## config.mk

```make
export PLATFORM = sky130hd
export DESIGN_NAME = source_text_tokenizer
export DESIGN_NICKNAME = d
export VERILOG_FILES = /design/src/hdl/stt_pkg.sv /design/src/hdl/source_text_tokenizer.sv /design/src/hdl/stt_match.sv /design/src/hdl/stt_core.sv
export VERILOG_INCLUDE_DIRS = /design/src /design/src/hdl
export SDC_FILE = /design/constraint.sdc
export NUM_CORES = 1
export LEC_CHECK = 0
export ABC_AREA = 1
export ABC_CLOCK_PERIOD_IN_PS = 8100
export BUFFER_PORTS_ARGS = -buffer_cell sky130_fd_sc_hd__buf_4
export CORE_MARGIN = 2
export CORE_UTILIZATION = 55
export CTS_CLUSTER_DIAMETER = 120
export DETAILED_ROUTE_END_ITERATION = 10
export GPL_TIMING_DRIVEN = 0
export PLACE_DENSITY = 0.73
export SKIP_LAST_GASP = 1
export SYNTH_ARGS = -nofsm -noshare
export SYNTH_HDL_FRONTEND = slang
export SYNTH_SLANG_ARGS = --single-unit
```

## constraint.sdc

```tcl
create_clock -name clk -period 8.1 [get_ports clk]
set_input_delay 0.405 -clock clk [delete_from_list [all_inputs] [get_ports clk]]
set_output_delay 0.405 -clock clk [all_outputs]
set_load 0.01 [all_outputs]
```

## src/hdl/source_text_tokenizer_macros.svh

```systemverilog
// ----------------------------------------------------------------------------
// source text tokenizer assertion macros
// concurrent checks sampled on clk, disabled while rst_n is low
// ----------------------------------------------------------------------------
`ifndef SOURCE_TEXT_TOKENIZER_MACROS_SVH
`define SOURCE_TEXT_TOKENIZER_MACROS_SVH

`ifndef NO_ASSERTIONS

// same-cycle implication
`define STT_ASSERT_IMP(label, ante, cons) \
    label: assert property (@(posedge clk) disable iff (!rst_n) (ante) |-> (cons)) \
        else $error("tokenizer check failed");

// next-cycle implication
`define STT_ASSERT_NXT(label, ante, cons) \
    label: assert property (@(posedge clk) disable iff (!rst_n) (ante) |=> (cons)) \
        else $error("tokenizer check failed");

`else

`define STT_ASSERT_IMP(label, ante, cons)
`define STT_ASSERT_NXT(label, ante, cons)

`endif

`endif

```

## src/hdl/stt_pkg.sv

```systemverilog
// ----------------------------------------------------------------------------
// stt_pkg
// character classes, token type codes and matching helpers of the tokenizer
// ----------------------------------------------------------------------------
package stt_pkg;

    typedef enum logic [3:0] {
        CL_INVALID = 4'd0,
        CL_FORMAT  = 4'd1,
        CL_ALPHA   = 4'd2,
        CL_NUM     = 4'd3,
        CL_PAREN   = 4'd4,
        CL_BRACE   = 4'd5,
        CL_QUOTE   = 4'd6,
        CL_AMP     = 4'd7,
        CL_SEMI    = 4'd8,
        CL_HASH    = 4'd9,
        CL_AT      = 4'd10,
        CL_SYM     = 4'd11
    } char_class_t;

    typedef enum logic [4:0] {
        TT_IDENT    = 5'd0,
        TT_KEYWORD  = 5'd1,
        TT_LPAREN   = 5'd2,
        TT_RPAREN   = 5'd3,
        TT_LBRACE   = 5'd4,
        TT_RBRACE   = 5'd5,
        TT_ELLIPSIS = 5'd6,
        TT_INT      = 5'd7,
        TT_FLOAT    = 5'd8,
        TT_COMMA    = 5'd9,
        TT_OP       = 5'd10,
        TT_INVALID  = 5'd11,
        TT_STRING   = 5'd12,
        TT_AMP      = 5'd13,
        TT_SEMI     = 5'd14,
        TT_AT       = 5'd15,
        TT_HASH     = 5'd16,
        TT_ERROR    = 5'd17
    } tok_type_t;

    localparam logic [7:0] CH_NUL    = 8'h00;
    localparam logic [7:0] CH_TAB    = 8'h09;
    localparam logic [7:0] CH_LF     = 8'h0A;
    localparam logic [7:0] CH_SPACE  = 8'h20;
    localparam logic [7:0] CH_QUOTE  = 8'h22;
    localparam logic [7:0] CH_HASH   = 8'h23;
    localparam logic [7:0] CH_AMP    = 8'h26;
    localparam logic [7:0] CH_LPAREN = 8'h28;
    localparam logic [7:0] CH_RPAREN = 8'h29;
    localparam logic [7:0] CH_DOT    = 8'h2E;
    localparam logic [7:0] CH_SEMI   = 8'h3B;
    localparam logic [7:0] CH_AT     = 8'h40;
    localparam logic [7:0] CH_BSLASH = 8'h5C;
    localparam logic [7:0] CH_USCORE = 8'h5F;
    localparam logic [7:0] CH_LOW_N  = 8'h6E;
    localparam logic [7:0] CH_LOW_T  = 8'h74;
    localparam logic [7:0] CH_LBRACE = 8'h7B;
    localparam logic [7:0] CH_RBRACE = 8'h7D;

    // first eight token bytes, entry 0 is the first byte
    typedef logic [7:0][7:0] head8_t;

    // one emitted token
    typedef struct packed {
        tok_type_t   token_type;
        logic [31:0] line_number;
        logic [15:0] token_length;
    } tok_res_t;

    function automatic logic is_letter(logic [7:0] c);
        return ((c >= 8'h61) && (c <= 8'h7A)) || ((c >= 8'h41) && (c <= 8'h5A));
    endfunction

    function automatic char_class_t class_of(logic [7:0] c);
        char_class_t k;
        priority if (is_letter(c) || (c == CH_USCORE))
        begin
            k = CL_ALPHA;
        end
        else if (((c >= 8'h30) && (c <= 8'h39)) || (c == CH_DOT))
        begin
            k = CL_NUM;
        end
        else
        begin
            unique case (c)
                CH_LPAREN, CH_RPAREN:      k = CL_PAREN;
                CH_LBRACE, CH_RBRACE:      k = CL_BRACE;
                CH_SPACE, CH_LF, CH_TAB:   k = CL_FORMAT;
                CH_QUOTE:                  k = CL_QUOTE;
                CH_AMP:                    k = CL_AMP;
                CH_SEMI:                   k = CL_SEMI;
                CH_HASH:                   k = CL_HASH;
                CH_AT:                     k = CL_AT;
                default:                   k = CL_SYM;
            endcase
        end
        return k;
    endfunction

    function automatic logic single_class(char_class_t k);
        return (k == CL_PAREN) || (k == CL_BRACE) || (k == CL_AMP) ||
               (k == CL_SEMI) || (k == CL_HASH) || (k == CL_AT);
    endfunction

    // lit holds the word right-justified, first character in the top used byte
    function automatic logic tok_is(head8_t head, logic [3:0] len, logic [63:0] lit, int n);
        logic ok;
        ok = (len == 4'(n));
        for (int i = 0; i < 8; i++)
        begin
            if (i < n)
            begin
                if (head[i] != lit[8*(n-1-i) +: 8])
                begin
                    ok = 1'b0;
                end
            end
        end
        return ok;
    endfunction

endpackage

```

## src/hdl/source_text_tokenizer.sv

```systemverilog
// ----------------------------------------------------------------------------
// source_text_tokenizer
// splits a byte stream into tokens and reports type, line and length of each
// ----------------------------------------------------------------------------
//
//  channel   dir  fields (lowest bit up)                         handshake
//  --------  ---  ---------------------------------------------  -----------------
//  s_*       in   tdata: char_in[7:0]; tlast: end_of_input       s_tvalid/s_tready
//  m_*       out  tuser: token_type[4:0];                        m_tvalid/m_tready
//                 tdata: line_number[31:0], token_length[15:0]
//
//  one byte per cycle while no result waits untaken: a byte goes into the input
//  register, then the per-byte update (class lookup, flag updates, keyword
//  compares) runs from that register into the tokenizer state and the result
//  register; a result is valid once its byte has passed both registers
//  reset clears the tokenizer state; line count restarts at 1, also after tlast
//  when the result register is full and not taken, the input register holds
//  its byte and s_tready drops until the result is taken
//
module source_text_tokenizer #(
    parameter int HEAD_BYTES  = 8,
    parameter int LENGTH_BITS = 16
) (
    input  logic        clk,
    input  logic        rst_n,

    input  logic        s_tvalid,
    output logic        s_tready,
    input  logic [7:0]  s_tdata,    // char_in[7:0]
    input  logic        s_tlast,    // end_of_input

    output logic        m_tvalid,
    input  logic        m_tready,
    output logic [47:0] m_tdata,    // line_number[31:0], token_length[47:32]
    output logic [4:0]  m_tuser     // token_type[4:0]
);
    import stt_pkg::*;

    `include "source_text_tokenizer_macros.svh"

    // input register
    logic       in_valid_reg;
    logic [7:0] in_char_reg;
    logic       in_last_reg;

    // result register
    logic       out_valid_reg;
    tok_res_t   out_res_reg;

    logic       advance;
    logic       core_emit;
    tok_res_t   core_res;

    // the held byte moves on when the result register is free or being emptied
    assign advance  = in_valid_reg && (!out_valid_reg || m_tready);
    assign s_tready = !in_valid_reg || advance;

    always_ff @(posedge clk or negedge rst_n)
    begin
        if (!rst_n)
        begin
            in_valid_reg <= 1'b0;
        end
        else if (s_tready)
        begin
            in_valid_reg <= s_tvalid;
        end
    end

    // byte payload needs no reset
    always_ff @(posedge clk)
    begin
        if (s_tready && s_tvalid)
        begin
            in_char_reg <= s_tdata;
            in_last_reg <= s_tlast;
        end
    end

    stt_core #(
        .HEAD_BYTES  (HEAD_BYTES),
        .LENGTH_BITS (LENGTH_BITS)
    ) u_core (
        .clk          (clk),
        .rst_n        (rst_n),
        .step         (advance),
        .char_in      (in_char_reg),
        .end_of_input (in_last_reg),
        .emit         (core_emit),
        .res          (core_res)
    );

    // a processed byte either loads a token or leaves the register empty
    always_ff @(posedge clk or negedge rst_n)
    begin
        if (!rst_n)
        begin
            out_valid_reg <= 1'b0;
        end
        else if (advance)
        begin
            out_valid_reg <= core_emit;
        end
        else if (m_tready)
        begin
            out_valid_reg <= 1'b0;
        end
    end

    always_ff @(posedge clk)
    begin
        if (advance && core_emit)
        begin
            out_res_reg <= core_res;
        end
    end

    assign m_tvalid = out_valid_reg;
    assign m_tuser  = out_res_reg.token_type;
    assign m_tdata  = {out_res_reg.token_length, out_res_reg.line_number};

    // input side stalls only behind a full, untaken result
    `STT_ASSERT_IMP(a_stall_cause, !s_tready, m_tvalid && !m_tready)
    // line count starts at 1 and saturates, never zero
    `STT_ASSERT_IMP(a_line_nonzero, m_tvalid, m_tdata[31:0] != 32'd0)
    // every emitted token holds at least one byte
    `STT_ASSERT_IMP(a_len_nonzero, m_tvalid, m_tdata[47:32] != 16'd0)
    // the result type stays a defined code
    `STT_ASSERT_NXT(a_type_range, m_tvalid, m_tuser <= TT_ERROR)

endmodule

```

## src/hdl/stt_match.sv

```systemverilog
// ----------------------------------------------------------------------------
// stt_match
// classifies a finished token from its class, head bytes, length and flags
// ----------------------------------------------------------------------------
module stt_match #(
    parameter int LENGTH_BITS = 16
) (
    input  stt_pkg::char_class_t   cls,
    input  stt_pkg::head8_t        head,
    input  logic [LENGTH_BITS-1:0] len,
    input  logic                   saw_letter,
    input  logic                   saw_dot,
    output stt_pkg::tok_type_t     token_type,
    output logic                   starts_comment
);
    import stt_pkg::*;

    logic [3:0] len_q;
    logic       kw_hit;
    logic       op_hit;

    always_comb
    begin
        // anything longer than eight bytes never matches a word
        len_q = (len <= LENGTH_BITS'(8)) ? len[3:0] : 4'hF;

        starts_comment = tok_is(head, len_q, "//", 2);

        kw_hit = tok_is(head, len_q, "fn", 2)     | tok_is(head, len_q, "let", 3) |
                 tok_is(head, len_q, "comptime", 8) | tok_is(head, len_q, "assert", 6) |
                 tok_is(head, len_q, "test", 4)   | tok_is(head, len_q, "if", 2) |
                 tok_is(head, len_q, "else", 4)   | tok_is(head, len_q, "extern", 6);

        op_hit = tok_is(head, len_q, "+", 1)  | tok_is(head, len_q, "-", 1) |
                 tok_is(head, len_q, "*", 1)  | tok_is(head, len_q, "/", 1) |
                 tok_is(head, len_q, "=>", 2) | tok_is(head, len_q, ":", 1);

        unique case (cls)
            CL_ALPHA:
                token_type = kw_hit ? TT_KEYWORD : TT_IDENT;
            CL_PAREN:
                if (tok_is(head, len_q, "(", 1))
                    token_type = TT_LPAREN;
                else if (tok_is(head, len_q, ")", 1))
                    token_type = TT_RPAREN;
                else
                    token_type = TT_ERROR;
            CL_BRACE:
                if (tok_is(head, len_q, "{", 1))
                    token_type = TT_LBRACE;
                else if (tok_is(head, len_q, "}", 1))
                    token_type = TT_RBRACE;
                else
                    token_type = TT_ERROR;
            CL_NUM:
                if (tok_is(head, len_q, "...", 3))
                    token_type = TT_ELLIPSIS;
                else if (saw_letter)
                    token_type = TT_IDENT;
                else
                    token_type = saw_dot ? TT_FLOAT : TT_INT;
            CL_SYM:
                if (tok_is(head, len_q, ",", 1))
                    token_type = TT_COMMA;
                else
                    token_type = op_hit ? TT_OP : TT_INVALID;
            CL_QUOTE: token_type = TT_STRING;
            CL_AMP:   token_type = TT_AMP;
            CL_SEMI:  token_type = TT_SEMI;
            CL_AT:    token_type = TT_AT;
            CL_HASH:  token_type = TT_HASH;
            default:  token_type = TT_ERROR;
        endcase
    end

endmodule

```

## src/hdl/stt_core.sv

```systemverilog
// ----------------------------------------------------------------------------
// stt_core
// tokenizer state and the per-byte update, one byte per step
// ----------------------------------------------------------------------------
module stt_core #(
    parameter int HEAD_BYTES  = 8,
    parameter int LENGTH_BITS = 16
) (
    input  logic              clk,
    input  logic              rst_n,
    input  logic              step,
    input  logic [7:0]        char_in,
    input  logic              end_of_input,
    output logic              emit,
    output stt_pkg::tok_res_t res
);
    import stt_pkg::*;

    localparam logic [LENGTH_BITS-1:0] LEN_MAX = {LENGTH_BITS{1'b1}};

    char_class_t            prev_reg,    prev_next;
    logic                   string_reg,  string_next;
    logic                   comment_reg, comment_next;
    logic                   esc_reg,     esc_next;
    logic [31:0]            line_reg,    line_next;
    logic [LENGTH_BITS-1:0] len_reg,     len_next;
    logic                   letter_reg,  letter_next;
    logic                   dot_reg,     dot_next;
    logic [7:0]             head_reg  [HEAD_BYTES];
    logic [7:0]             head_next [HEAD_BYTES];

    head8_t                 head8;
    logic [LENGTH_BITS-1:0] len_eff;
    tok_type_t              match_type;
    logic                   match_comment;

    char_class_t            nc;
    logic                   brk;
    logic                   add_nul;
    logic [LENGTH_BITS-1:0] base_len;
    logic [LENGTH_BITS-1:0] mid_len;
    logic [7:0]             esc_byte;
    logic [31:0]            len32;

    function automatic logic [LENGTH_BITS-1:0] len_inc(logic [LENGTH_BITS-1:0] x);
        return (x == LEN_MAX) ? x : x + 1'b1;
    endfunction

    // view used for matching; a pending escape at the end appends a backslash
    always_comb
    begin
        for (int i = 0; i < 8; i++)
        begin
            head8[i] = (end_of_input && esc_reg && (len_reg == LENGTH_BITS'(i))) ?
                       CH_BSLASH : head_reg[i];
        end
        len_eff = (end_of_input && esc_reg) ? len_inc(len_reg) : len_reg;
    end

    stt_match #(
        .LENGTH_BITS (LENGTH_BITS)
    ) u_match (
        .cls            (prev_reg),
        .head           (head8),
        .len            (len_eff),
        .saw_letter     (letter_reg),
        .saw_dot        (dot_reg),
        .token_type     (match_type),
        .starts_comment (match_comment)
    );

    always_comb
    begin
        prev_next    = prev_reg;
        string_next  = string_reg;
        comment_next = comment_reg;
        esc_next     = esc_reg;
        line_next    = line_reg;
        len_next     = len_reg;
        letter_next  = letter_reg;
        dot_next     = dot_reg;
        head_next    = head_reg;
        emit         = 1'b0;
        nc           = class_of(char_in);
        brk          = 1'b0;
        add_nul      = 1'b0;
        base_len     = len_reg;
        mid_len      = len_reg;
        esc_byte     = (char_in == CH_LOW_N) ? CH_LF :
                       ((char_in == CH_LOW_T) ? CH_TAB : char_in);

        if (end_of_input)
        begin
            emit = (len_eff != '0) && (prev_reg != CL_FORMAT) && (prev_reg != CL_INVALID) &&
                   (!comment_reg || string_reg);
            prev_next    = CL_INVALID;
            string_next  = 1'b0;
            comment_next = 1'b0;
            esc_next     = 1'b0;
            line_next    = 32'd1;
            len_next     = '0;
            letter_next  = 1'b0;
            dot_next     = 1'b0;
        end
        else if (esc_reg)
        begin
            esc_next = 1'b0;
            for (int i = 0; i < HEAD_BYTES; i++)
            begin
                if (len_reg == LENGTH_BITS'(i))
                    head_next[i] = esc_byte;
            end
            letter_next = letter_reg | is_letter(esc_byte);
            dot_next    = dot_reg | (esc_byte == CH_DOT);
            len_next    = len_inc(len_reg);
        end
        else if (char_in == CH_BSLASH)
        begin
            esc_next = 1'b1;
        end
        else
        begin
            brk = !string_reg &&
                  ((nc != prev_reg) || single_class(nc) || single_class(prev_reg)) &&
                  !((nc == CL_NUM) && (prev_reg == CL_ALPHA));
            letter_next = letter_reg;
            dot_next    = dot_reg;
            if (brk)
            begin
                if (match_comment)
                    comment_next = 1'b1;
                emit = (prev_reg != CL_INVALID) && (prev_reg != CL_FORMAT) &&
                       !(comment_reg || match_comment);
                base_len    = '0;
                letter_next = 1'b0;
                dot_next    = 1'b0;
            end

            // closing quote puts a nul before the quote byte
            if (nc == CL_QUOTE)
            begin
                add_nul     = string_reg;
                string_next = !string_reg;
            end
            if (char_in == CH_LF)
            begin
                if (line_reg != 32'hFFFF_FFFF)
                    line_next = line_reg + 32'd1;
                comment_next = 1'b0;
            end

            mid_len = add_nul ? len_inc(base_len) : base_len;
            for (int i = 0; i < HEAD_BYTES; i++)
            begin
                if (add_nul && (base_len == LENGTH_BITS'(i)))
                    head_next[i] = CH_NUL;
                if (mid_len == LENGTH_BITS'(i))
                    head_next[i] = char_in;
            end
            letter_next = letter_next | is_letter(char_in);
            dot_next    = dot_next | (char_in == CH_DOT);
            len_next    = len_inc(mid_len);
            prev_next   = nc;
        end

        len32                = 32'(len_eff);
        res.token_type       = match_type;
        res.line_number      = line_reg;
        res.token_length     = (len32 > 32'h0000_FFFF) ? 16'hFFFF : len32[15:0];
    end

    always_ff @(posedge clk or negedge rst_n)
    begin
        if (!rst_n)
        begin
            prev_reg    <= CL_INVALID;
            string_reg  <= 1'b0;
            comment_reg <= 1'b0;
            esc_reg     <= 1'b0;
            line_reg    <= 32'd1;
            len_reg     <= '0;
            letter_reg  <= 1'b0;
            dot_reg     <= 1'b0;
        end
        else if (step)
        begin
            prev_reg    <= prev_next;
            string_reg  <= string_next;
            comment_reg <= comment_next;
            esc_reg     <= esc_next;
            line_reg    <= line_next;
            len_reg     <= len_next;
            letter_reg  <= letter_next;
            dot_reg     <= dot_next;
        end
    end

    // head bytes are payload, only entries below the length are read
    always_ff @(posedge clk)
    begin
        if (step)
        begin
            head_reg <= head_next;
        end
    end

endmodule

```

* After elaboration in Yosys (flattened, before gate mapping) *
Index checks and enable logic that the tools add are counted.

word-level totals
  flip-flop bits (word level) = 185
  input bits = 13
  output and inout bits = 55
  logic and storage cells = 441

cells by class
  add/sub/neg operators = 4
  order comparisons = 11
  equal/unequal tests = 124
  muxes and demuxes = 168
  bitwise operators = 17
  reduce and logical (&&, ||, !) cells = 94

operator list
  cell                   number
  $mux 8                 34
  $ne 8x7->1 const B     29
  $eq 16x3->1 const B    12
  $mux 16                12
  $mux 32                5
  $mux 64                2
  $ne 8x6->1 const B     14
  $mux 1                 99
  $eq 16x2->1 const B    6
  $eq 8x6->1 const B     9
  $eq 8x7->1 const B     7
  $pmux 5 s10            1
  $reduce_and 5->1       10
  $add 16x1->16 const B  3
  $eq 16x1->1 const B    3
  $eq 16x16->1 const B   3
  $logic_not 16->1       3
  $eq 4x3->1 const B     10
  $mux 4                 9
  $logic_and 1x1->1      33
  $add 32x1->32 const B  1
  $eq 4x4->1 const B     8
  $ge 8x7->1 const B     4
  $le 8x7->1 const B     4
  other kinds (28)       97

* Logic depth before layout (Yosys ltp) *
Gate-level depths: netlist of run 1.

  word-level depth = 27
  depth in mapped cells = 39
  depth with buffers taken out = 36

* Modules after synthesis *
Synthesis of run 1 repeated with hierarchy kept, for this count alone.

second synthesis, totals
  cell total of the unflattened synthesis = 1636
  area total of the unflattened synthesis = 12025.3 um2

modules (own cells, without submodules)
  module                 times used  cells an instance  area each (um2)  sequential area each (um2)
  stt_core               1           1238               8660.8           3349.5
  source_text_tokenizer  1           77                 1968.1           1911.8
  stt_match              1           321                1396.3           0.0

* Worst setup path after synthesis of run 1 *
No wires, ideal clock.

  kind = reg2reg
  from = reg in_char_reg[3]
  to = reg u_core.len_reg[12]
  setup time = 0.116 ns
  arrival time = 4.357 ns
  required time = 7.984 ns
  slack = 3.627 ns
  cell stages (with the launch flop) = 38
  path buffers = 3
  period minus slack after synthesis = 4.473 ns
  cells stage by stage = edfxtp_1 -> buf_4 -> inv_2 -> nor2_1 -> nand2_1 -> nor2_1 -> nor2_1 -> nand2_1 -> nor2_4 -> nand2_1 -> nand2_1 -> nand2_1 -> nor2_2 -> nand3_4 -> nand2_8 -> buf_4 -> nand2_1 -> inv_1 -> [... 2 more ...] -> nor2_1 -> nand4_4 -> nand2_4 -> nand2_1 -> o21ai_1 -> ha_1 -> buf_1 -> nand2_1 -> nor2_1 -> nand2_1 -> nor2_1 -> nand2_1 -> nor2_1 -> nand2_1 -> nand2_1 -> nand2_1 -> nand2_1 -> nand2_1

on the way
  cells in the longest elaborated chain, start to end = 27
  elaborated cells on any way between the ends = 73
  classes of those cells = add/sub: 2; order compare: 6; eq/ne: 27; mux: 17; reduce/logical: 21

ends and longest elaborated chain
  what                                                  RTL line                      RTL
  start, declared                                       source_text_tokenizer.sv:43   logic [7:0] in_char_reg;
  start signal, assigned                                source_text_tokenizer.sv:75   in_char_reg <= s_tdata;
  $ge 8x6->1 (tied with other cells)                    stt_pkg.sv:82                 else if (((c >= 8'h30) && (c <= 8'h39)) || (c == CH_DOT))
  $logic_and 1x1->1 (tied with other cells)             stt_pkg.sv:82
  $logic_or 1x1->1 (tied with other cells)              stt_pkg.sv:82
  $mux 4 / $logic_or 1x1->1 (equally long branches)     stt_pkg.sv:82, stt_pkg.sv:78
  $mux 4                                                stt_pkg.sv:78                 priority if (is_letter(c) || (c == CH_USCORE))
  $eq 4x3->1                                            stt_pkg.sv:104                return (k == CL_PAREN) || (k == CL_BRACE) || (k == CL_AMP) ||
  $logic_or 1x1->1 (3 in series)                        stt_pkg.sv:104
  $logic_or 1x1->1 (2 in series)                        stt_pkg.sv:105                (k == CL_SEMI) || (k == CL_HASH) || (k == CL_AT);
  [... 8 more ...]                                      --
  $add 16x1->16 / $eq 16x16->1 (equally long branches)  stt_core.sv:46                return (x == LEN_MAX) ? x : x + 1'b1;
  $mux 16                                               stt_core.sv:46
  $mux 16                                               stt_core.sv:152               mid_len = add_nul ? len_inc(base_len) : base_len;
  $add 16x1->16 / $eq 16x16->1 (equally long branches)  stt_core.sv:46
  $mux 16                                               stt_core.sv:46
  $mux 16                                               stt_core.sv:117               else if (char_in == CH_BSLASH)
  $mux 16                                               stt_core.sv:105               else if (esc_reg)
  $mux 16                                               stt_core.sv:92                if (end_of_input)
  end signal, assigned                                  stt_core.sv:192               len_reg <= len_next;
  end, declared                                         stt_core.sv:26                logic [LENGTH_BITS-1:0] len_reg, len_next;

Several ways; a longest one is shown, not always the timed one. The select of a mux whose other input is x is not followed.
A chain may end at the register's enable or synchronous reset.

* Worst setup path after layout of run 1 *
  from = reg in_char_reg[7]
  to = reg u_core.len_reg[15]

Same word-level chain as after synthesis.

==> metrics.md, run 1 <==
| Metric | Value |
|---|---|
| Outcome | `finished, final reports clean` |
| Fin. max-slew vios | `0` |
| Antenna violations before repair | `0` |
| Gr usage total | `just under 30%` |
| Reg-to-Reg End | `u_core.len_reg[15]` |
| Worst Path Required | `between 8 and 9 ns` |
| Fin Hold WS | `between 0.02 and 0.03 ns` |
| Final count of hold timing violations | `0` |
| Clock slew at reported path FFs | `around 0.08 ns` |
| First-pass GRT wire length | `49700 um` |
| Worst path max stage delay | `0.44 ns` |
| Hold WC Path Type | `in2async` |
| Seq/Total Area, Yosys | `45.7%` |
| # rows | `52` |
| Routability cong. | `~0.95` |
| Max-cap violations | `0` |
| CTS Sinks | `185` |
| Detail Route Antenna Nets | `0` |
| Total grt overflow | `0` |
| Hold_buf cts | `0` |
| Largest net degree at the start of global routing | `60` |
| ANT cells | `0` |
| Die height | `about 150 um` |
| Die width | `149 um` |
| Root buffer cell | `clkbuf_16` |
| Mapped Area | `0.0115 sq mm` |
| Min Tclk post-route | `5.98 ns` |
| P&R area growth vs syn | `12.8%` |
| Nets | `1626` |
| Pwr Density | `between 200 and 300 mW/mm^2` |
| Worst vdd ir | `~0.17 mV` |
| Ys Warns | `0` |
| EDFF count, synth | `126` |
| Synth top area share | `32.8%` |
| Vias/cell | `between 5 and 6` |
| R2r setup slk | `2.12 ns` |
| CTS Buffer Depth | `2` |
| Measured slew at the worst slew-check pin | `0.962 ns` |
| CORE AREA | `0.0204 sq mm` |
| Critical Path Sink Type | `flip-flop` |
| Vias in the first global route | `between 9000 and 10000` |
| Commonest cells after routing, fill and taps aside | `362 x nand2_1, 217 x inv_1, 184 x nor2_1` |
| Setup TNS | `0 ns` |
| Slew Limit Headroom | `35.3%` |
| H-tree levels | `4` |
| DR WL/cell | `16.8 um` |
| Setup crit start kind | `flip-flop` |
| Cts bufs inserted | `17` |
| Die area | `0.0221 sq mm` |
| Synth area leader | `edfxtp_1` |
| Design Area, Final | `0.0130 sq mm` |
| Final setup viols | `0` |
| R2r worst-path depth | `35` |
| Avg Synthesized Cell Area | `7.61 sq um` |
| Share of flip-flops with an asynchronous set or reset | `31.9%` |
| Worst r2r src | `in_char_reg[7]` |
| CP Launch Point | `in_char_reg[7]` |
| Initial Utilization | `56.6%` |
| Slowest CP cell | `buf_1` |
| DP Area | `between 0.01 and 0.015 sq mm` |
| Final WL | `between 30000 and 40000 um` |
| PostCTS Resize Cnt | `0` |
| TritonRoute pass-1 iters | `6` |
| Max Fclk | `167 MHz` |
| Most used cell, CP | `nand2_1` |
| Remaining DRCs | `0` |
| CP arrival | `6.36 ns` |
| Post-Syn Instances | `1513` |
| DR iter-0 viols | `~1200` |
| Number of flip-flops in the largest register | `64` |
| Setup Fix Bufs, Post-CTS | `0` |
| DP HPWL | `24300 um` |
| Via count | `10700` |
| Synth cell types | `56` |
| Top_reg_cell synth | `edfxtp_1` |
| Pre-CTS worst setup slack | `2.22 ns` |
| Most common cell after layout, fill and taps aside | `nand2_1` |
| IO Port Bufs | `67` |
| Worst setup margin | `between 2 and 2.5 ns` |
| Crit Path Max Fanout | `10` |
| Fraction of layout cells with a size suffix above 1 | `roughly 10%` |
| Synth top area cells | `edfxtp_1 33%, dfrtp_1 13%, nand2_1 12%` |
| TritonCTS clock tree | `built` |
| Clock skew | `0.0149 ns` |
| Flops & latches, synth | `185` |
| Worst skew pair latency | `0.44 ns` |
| I/O Pins | `68` |
| CP Class | `reg2reg` |
| Unrepaired setup endpoints after global routing | `no` |
| Leakage | `5.85 nW` |
| Fin crit share | `73.8%` |
| Syn nets | `1539` |
[per-stage QoR]
stage | std cells | total power, W | utilization (%)
2_1_floorplan | 1513 | 0.00230 | -
3_3_place_gp | 1850 | 0.00278 | 60.7
3_5_place_dp | 1851 | 0.00282 | 60.8
4_1_cts | 1883 | 0.00366 | 63.8
5_1_grt | 1883 | 0.00388 | 63.8
6_report | 1883 | 0.00367 | 63.8
[critical path, delay by kind of cell (launching register included)]
kind | cells | cell delay, ns
compound gates | 2 | 0.43
fa+ha+maj | 2 | 0.41
buf+inv | 5 | 1.07
flops | 1 | 0.40
simple gates | 26 | 3.60
[cells in the mapped netlist, types with 4 or more instances]
master / count
nor2_2: 9
nand3_2: 5
inv_1: 218
nand4_1: 71
o21ai_1: 10
o21ai_0: 88
nand3_1: 118
nand2_2: 10
o22ai_1: 7
nor3_1: 39
nor2_1: 184
nor2_4: 4
clkbuf_1: 23
inv_2: 9
nor3b_1: 6
nand2_1: 362
nor4_1: 24
edfxtp_1: 126
ha_1: 13
dfrtp_1: 58
xor2_1: 15
a211oi_1: 6
a21oi_1: 51
buf_2: 8
[power breakdown]
part	switching [W]	internal (W)	total, W
Combinational	0.000970	0.000417	0.00139
Sequential	0.000134	0.00130	0.00143
Clock	0.000422	0.000424	0.000845
Total	0.00153	0.00214	0.00367
[logic make-up (layout without fill, tap and decap cells)]
logic type	after synthesis	count (layout)	share of synthesized area [%]
and+or+nand+nor	851	851	34.0
AOI/OAI and AO/OA	179	179	8.47
DFF	185	185	45.7
xor gates and xnor gates	18	18	1.43
adders and majority gates	13	13	1.41
buffers and inverters	267	367	9.01
[per-layer routing]
| layer | vias up | global-route usage (%) | part of all wire, % |
|---|---|---|---|
| met5 | - | 0 | 0 |
| met4 | 0 | 12.1 | 3.7 |
| met3 | 77 | 3.33 | 6.3 |
| met2 | 446 | 47.9 | 47 |
| met1 | 4961 | 39.3 | 43 |
| li1 | 5232 | - | - |
[area by class of cell]
type / count / area [sq um]
Buffer: 37 / 175
Clock buffer: 17 / 425
Clock inverter: 15 / 189
Fill cell: 1795 / 7370
Inverter: 230 / 863
Multi-Input combinational cell: 1061 / 5220
Sequential cell: 185 / 5260
Tap cell: 270 / 338
Timing Repair Buffer: 68 / 523
[worst max path at each step]
stage	endpoint	depth (start not counted)
after floorplan	u_core.len_reg[12]	37
final	u_core.len_reg[15]	35
after CTS	u_core.head_reg[44]	32
after global placement	u_core.head_reg[44]	32
after global routing	u_core.len_reg[15]	35
after detailed placement	u_core.head_reg[44]	32
Power figures use the tool's default switching activity.
==> run 2, diff against run 1 <==
- ABC_CLOCK_PERIOD_IN_PS: 8100 -> 6000
- clock period: 8.1 -> 6 ns (I/O delays scaled with it)
==> run 2 against run 1 <==
Compared with the run above:
- non-clock buffer count rose by 2
- total power rose by 36%
- final area rose by 0.60%
- fmax rose by 6.6%
- routed wire length rose by 0.27%
- worst hold slack got worse by 0.0018 ns
- largest cell class unchanged
- critical endpoint is now u_core.head_reg[60]
- largest power group unchanged
==> metrics.md, run 2 (same netlist as run 1, synthesis figures left out) <==
| Metric | Value |
|---|---|
| Leakage | `5.86 nW (+0.11%)` |
| Met3 Usage GRT | `3.33% (unchanged)` |
| Slowest CP cell | `edfxtp_1` |
| Combinational share of power | `38.0% (+0.2 points)` |
| Vias/cell | `5.69 (about the same)` |
| Commonest cells after routing, fill and taps aside | `362 x nand2_1, 213 x inv_1, 182 x nor2_1` |
| H-tree levels | `4 (unchanged)` |
| Worst vdd ir | `0.227 mV (+36%)` |
| Die area | `0.0221 sq mm (unchanged)` |
| Seq pwr share | `38.9% (-0.2 points)` |
| ANT cells | `0 (unchanged)` |
| Initial Utilization | `56.6% (unchanged)` |
| TritonRoute pass-1 iters | `7 (+1)` |
| First-pass GRT wire length | `49700 um (about the same)` |
| Setup TNS | `0 ns (unchanged)` |
| IO Port Bufs | `67 (unchanged)` |
| Hold WC Path Type | `in2reg` |
| DP HPWL | `24300 um (unchanged)` |
| Worst path max stage delay | `0.44 ns (about the same)` |
| CTS Sinks | `185 (unchanged)` |
| Slew Limit Headroom | `33.8% (-1.5 points)` |
| CP Class | `reg2reg` |
| Min Tclk post-route | `5.61 ns (-0.373 ns)` |
| Worst setup margin | `0.394 ns (-1.73 ns)` |
| Cts bufs inserted | `17 (unchanged)` |
| Antenna violations before repair | `0 (unchanged)` |
| Die height | `149 um (unchanged)` |
| Outcome | `finished, final reports clean` |
| Clock slew at reported path FFs | `0.08 ns (about the same)` |
| Gr usage total | `29.1% (about the same)` |
| Nets | `1628 (+0.12%)` |
| Worst skew pair latency | `0.45 ns (about the same)` |
| Sw power | `0.00207 W (+36%)` |
| Number of flip-flops in the largest register | `64 (unchanged)` |
| Grt met1 use | `39.3% (unchanged)` |
| CORE AREA | `0.0204 sq mm (unchanged)` |
| Fin. max-slew vios | `0 (unchanged)` |
| Unrepaired setup endpoints after global routing | `no` |
| TritonCTS clock tree | `built` |
| Fraction of layout cells with a size suffix above 1 | `11.0% (+0.79 points)` |
| Sw Ratio | `41.7% (+0.067 points)` |
| Root buffer cell | `clkbuf_16` |
| Internal power | `0.00290 W (+35%)` |
| DR WL/cell | `16.9 um (+0.17%)` |
| Max-cap violations | `0 (unchanged)` |
| Final WL | `31800 um (+0.27%)` |
| P&R area growth vs syn | `13.5%` |
| Detail Route Antenna Nets | `0 (unchanged)` |
| Clock group share of total power | `23.1% (about the same)` |
| Setup crit start kind | `flip-flop` |
| I/O Pins | `68 (unchanged)` |
| CP arrival | `5.75 ns (-0.61 ns)` |
| Final count of hold timing violations | `0 (unchanged)` |
| Routability cong. | `0.951 (unchanged)` |
| CTS Buffer Depth | `2 (unchanged)` |
| Measured slew at the worst slew-check pin | `0.984 ns (+0.0220 ns)` |
| Most used cell, CP | `nand2_1` |
| Via count | `10700 (+0.056%)` |
| WP buf/inv | `9 (+4)` |
| Fin Hold WS | `0.0268 ns (-0.00184 ns)` |
| Vias in the first global route | `9857 (+0.12%)` |
| DR iter-0 viols | `1126 (-4.0%)` |
| Most common cell after layout, fill and taps aside | `nand2_1` |
| Critical Path Sink Type | `flip-flop` |
| Clock skew | `0.0134 ns (-0.00152 ns)` |
| Crit Path Max Fanout | `10 (unchanged)` |
| Pwr Density | `380 mW/mm^2 (+35%)` |
| Remaining DRCs | `0 (unchanged)` |
| Fin crit share | `93.4% (+20 points)` |
| Final setup viols | `0 (unchanged)` |
| Worst Path Required | `6.14 ns (-2.34 ns)` |
| # rows | `52 (unchanged)` |
| Die width | `149 um (unchanged)` |
| Pre-CTS worst setup slack | `0.122 ns (-2.10 ns)` |
| Layer with the highest usage | `met2` |
| Largest net degree at the start of global routing | `60 (unchanged)` |
| CP delay by family, top | `simple AND/OR/NAND/NOR gates` |
| Total grt overflow | `0 (unchanged)` |
| Max Fclk | `178 MHz (+6.6%)` |
| Met2 usage in global routing | `47.9% (about the same)` |
## run 2: cell types whose count changed in the layout (fill, tap and decap cells not counted), moves of 2 or more
cell     before  now
inv_1       217  213
nand3_1     118  114
nand3_2       5    9
inv_2        10   13
nor2_1      184  182
nor2_2        9   11
## run 2: path summary, 6_finish.rpt
check,from,to,slack (ns),cells past startpoint
setup / recovery,in_char_reg[3],u_core.head_reg[60],0.39,34
hold / removal,s_tdata[6],in_char_reg[6],0.03,1
setup reg to reg,in_char_reg[3],u_core.head_reg[60],0.39,34
hold reg to reg,u_core.line_reg[4],m_tdata[4],0.45,0
max in group asynchronous,rst_n,u_core.line_reg[4],4.98,2
min in group asynchronous,rst_n,u_core.len_reg[12],0.46,2
## run 2: final cells by class
| class | instances | area (sq um) |
|---|---|---|
| clock inverter | 15 | 189 |
| inverter | 230 | 867 |
| buffer | 36 | 174 |
| timing repair buffer | 71 | 561 |
| tap | 270 | 338 |
| multi-input combinational | 1061 | 5260 |
| sequential | 185 | 5260 |
| fill | 1789 | 7290 |
| clock buffer | 17 | 425 |
## run 2: routing by layer
metal  share of wire (%)  wire length, um
met5                   0                0
met4                 3.9             1230
met3                 6.2             1960
met2                  47            14900
met1                  43            13700
## run 2: power groups by stage
stage                     combinational, W  sequential, W  clock (W)
after floorplan                    0.00112        0.00198          0
after global placement             0.00179        0.00196          0
after global routing               0.00209        0.00196    0.00120
after detailed placement           0.00185        0.00196          0
after CTS                          0.00185        0.00193    0.00116
final                              0.00189        0.00193    0.00115
## run 2: timing repair
action                                  4_1_cts  5_1_grt
hold buffers                                  1        0
buffers inserted                              0        2
gates resized for setup                       0       13
hold endpoints to repair                     58        0
endpoints found under the setup margin        0       74
## run 2: worst register-to-register path: cells and delay by family (launching register included)
family,cells,cell delay [ns]
adder cells (fa/ha/maj),2,0.32
flip-flops,1,0.44
buffers and inverters,9,1.50
AND/OR/NAND/NOR,23,3.03
## run 2: metrics by stage
step	cell area [sq um]	cells	power [W]	utilization [%]
after floorplan	11500	1513	0.00310	-
after global placement	12400	1850	0.00375	60.7
after detailed placement	12400	1851	0.00380	60.8
after CTS	13000	1884	0.00495	63.9
after global routing	13100	1885	0.00525	64.2
final	13100	1885	0.00497	64.2
==> run 3, diff against run 2 <==
- HOLD_SLACK_MARGIN: not set -> 0.1
==> run 3 against run 2 <==
Compared with the run above:
- flip-flop and latch count stayed put
- via count is 0.90% higher
- final cell count is 0.53% higher
- critical endpoint is now u_core.head_reg[63]
- critical path type unchanged
- core utilization is 0.49 points higher
- largest power group unchanged
- clock skew is 0.0021 ns higher
- combinational power hardly changed
- critical path depth stayed put
- register-to-register slack hardly changed
==> metrics.md, run 3 (same netlist as run 1, synthesis figures left out) <==
| Metric | Value |
|---|---|
| Max Fclk | `178 MHz (about the same)` |
| Reg area | `0.00526 sq mm (unchanged)` |
| CTS Sinks | `185 (unchanged)` |
| Detail Route Antenna Nets | `0 (unchanged)` |
| Antenna violations before repair | `0 (unchanged)` |
| Min Tclk post-route | `5.60 ns (-0.00278 ns)` |
| Remaining DRCs | `0 (unchanged)` |
| DR WL/cell | `16.9 um (about the same)` |
| IO Port Bufs | `67 (unchanged)` |
| Final WL | `31900 um (+0.58%)` |
| ANT cells | `0 (unchanged)` |
| Number of flip-flops in the largest register | `64 (unchanged)` |
| Clock slew at reported path FFs | `0.08 ns (about the same)` |
| Setup TNS | `0 ns (unchanged)` |
| Area used by multi-input combinational logic | `0.00526 sq mm (unchanged)` |
| Most common cell after layout, fill and taps aside | `nand2_1` |
| Fin Hold WS | `0.130 ns (+0.103 ns)` |
| Initial Utilization | `56.6% (unchanged)` |
| Final count of hold timing violations | `0 (unchanged)` |
| Leakage | `5.90 nW (+0.71%)` |
| Outcome | `finished, final reports clean` |
| CTS Buffer Depth | `2 (unchanged)` |
| Fraction of layout cells with a size suffix above 1 | `11.0% (-0.068 points)` |
| Commonest cells after routing, fill and taps aside | `362 x nand2_1, 213 x inv_1, 182 x nor2_1` |
| I/O Pins | `68 (unchanged)` |
| Sw Ratio | `41.6% (about the same)` |
| Die width | `149 um (unchanged)` |
| Worst Path Required | `6.14 ns (about the same)` |
| Critical Path Sink Type | `flip-flop` |
| Setup crit start kind | `flip-flop` |
| Die area | `0.0221 sq mm (unchanged)` |
| Die height | `149 um (unchanged)` |
| Total grt overflow | `0 (unchanged)` |
| P&R area growth vs syn | `14.3%` |
| TritonRoute pass-1 iters | `6 (-1)` |
| Clock group share of total power | `23.0% (about the same)` |
| Gr usage total | `29.2% (+0.12 points)` |
| Measured slew at the worst slew-check pin | `0.964 ns (-0.0199 ns)` |
| Seq pwr share | `38.9% (about the same)` |
| Vias/cell | `5.71 (+0.37%)` |
| Final setup viols | `0 (unchanged)` |
| DR iter-0 viols | `1166 (+3.6%)` |
| # rows | `52 (unchanged)` |
| Routability cong. | `0.951 (unchanged)` |
| CP Class | `reg2reg` |
| Unrepaired setup endpoints after global routing | `no` |
| Via count | `10800 (+0.90%)` |
| Cts bufs inserted | `17 (unchanged)` |
| CP arrival | `5.75 ns (about the same)` |
| DP HPWL | `24300 um (unchanged)` |
| Nets | `1638 (+0.61%)` |
| Filler instances | `1778 (-0.61%)` |
| Hold WC Path Type | `in2reg` |
| Worst path max stage delay | `0.40 ns (-0.04 ns)` |
| Crit Path Max Fanout | `10 (unchanged)` |
| H-tree levels | `4 (unchanged)` |
| Most used cell, CP | `nand2_1` |
| Vias in the first global route | `9897 (+0.41%)` |
| Sw power | `0.00207 W (about the same)` |
| Internal power | `0.00291 W (+0.16%)` |
| TritonCTS clock tree | `built` |
| Pwr Density | `378 mW/mm^2 (-0.65%)` |
| Slowest CP cell | `edfxtp_1` |
| CORE AREA | `0.0204 sq mm (unchanged)` |
| Fin. max-slew vios | `0 (unchanged)` |
| Worst vdd ir | `0.224 mV (-1.3%)` |
| Worst skew pair latency | `0.44 ns (about the same)` |
| Combinational share of power | `38.2% (+0.2 points)` |
| Max-cap violations | `0 (unchanged)` |
| Largest net degree at the start of global routing | `60 (unchanged)` |
| Root buffer cell | `clkbuf_16` |
| First-pass GRT wire length | `49900 um (+0.42%)` |
| Clock skew | `0.0155 ns (+0.00214 ns)` |
| Fin crit share | `93.4% (about the same)` |
| Slew Limit Headroom | `35.1% (+1.3 points)` |
[run 3: final timing paths]
kind | startpoint | end | slack, ns | cells past startpoint
max | in_char_reg[7] | u_core.head_reg[63] | 0.40 | 34
min | m_tready | m_tvalid | 0.13 | 4
max reg2reg | in_char_reg[7] | u_core.head_reg[63] | 0.40 | 34
max in group asynchronous | rst_n | u_core.line_reg[4] | 4.97 | 2
min in group asynchronous | rst_n | u_core.len_reg[12] | 0.47 | 2
min reg2reg | u_core.line_reg[4] | m_tdata[4] | 0.45 | 0
[run 3: final cells by class]
| type | instances | share of cell area, % |
|---|---|---|
| clock buffers | 17 | 3.23 |
| well taps | 270 | 2.56 |
| plain buffers | 36 | 1.32 |
| inverters | 230 | 6.58 |
| clock inverters | 15 | 1.43 |
| multi-input cells | 1061 | 39.9 |
| flip-flops and latches | 185 | 39.9 |
| repair buffers | 81 | 5.01 |
[run 3: stage by stage]
| stage | total power (W) | instances | instance area (sq um) | util, % | setup WS (ns) |
|---|---|---|---|---|---|
| 3_3_place_gp | 0.00375 | 1850 | 12400 | 60.7 | 0.211 |
| 4_1_cts | 0.00495 | 1894 | 13100 | 64.4 | 0.0855 |
| 2_1_floorplan | 0.00310 | 1513 | 11500 | - | 1.53 |
| 5_1_grt | 0.00526 | 1895 | 13200 | 64.7 | 0.0134 |
| 3_5_place_dp | 0.00380 | 1851 | 12400 | 60.8 | 0.122 |
| 6_report | 0.00498 | 1895 | 13200 | 64.7 | 0.396 |
[run 3: power groups by stage]
| stage | combinational [W] | clock [W] | sequential, W |
|---|---|---|---|
| global route | 0.00209 | 0.00120 | 0.00196 |
| global placement | 0.00179 | 0 | 0.00196 |
| CTS | 0.00186 | 0.00116 | 0.00193 |
| finish | 0.00190 | 0.00114 | 0.00193 |
| detailed placement | 0.00185 | 0 | 0.00196 |
| floorplan | 0.00112 | 0 | 0.00198 |
[run 3: metal layers]
layer | part of all wire (%) | track usage [%] | vias up
li1 | - | - | 5248
met4 | 3.9 | 12.1 | 0
met1 | 42 | 39.4 | 5035
met3 | 6.7 | 3.33 | 82
met2 | 47 | 48.2 | 454
met5 | 0 | 0 | -
[run 3: what timing repair did]
action,in CTS,in global routing
gates resized for setup,0,13
setup buffers,0,2
hold buffers,11,0
hold endpoints to repair,68,0
endpoints found under the setup margin,0,74
[run 3: worst max-delay path: cells and delay by family, from the launching register on]
| family | cells | cell delay, ns |
|---|---|---|
| adder cells (fa/ha/maj) | 2 | 0.32 |
| buffers and inverters | 9 | 1.43 |
| flip-flops | 1 | 0.40 |
| AND/OR/NAND/NOR | 23 | 3.13 |
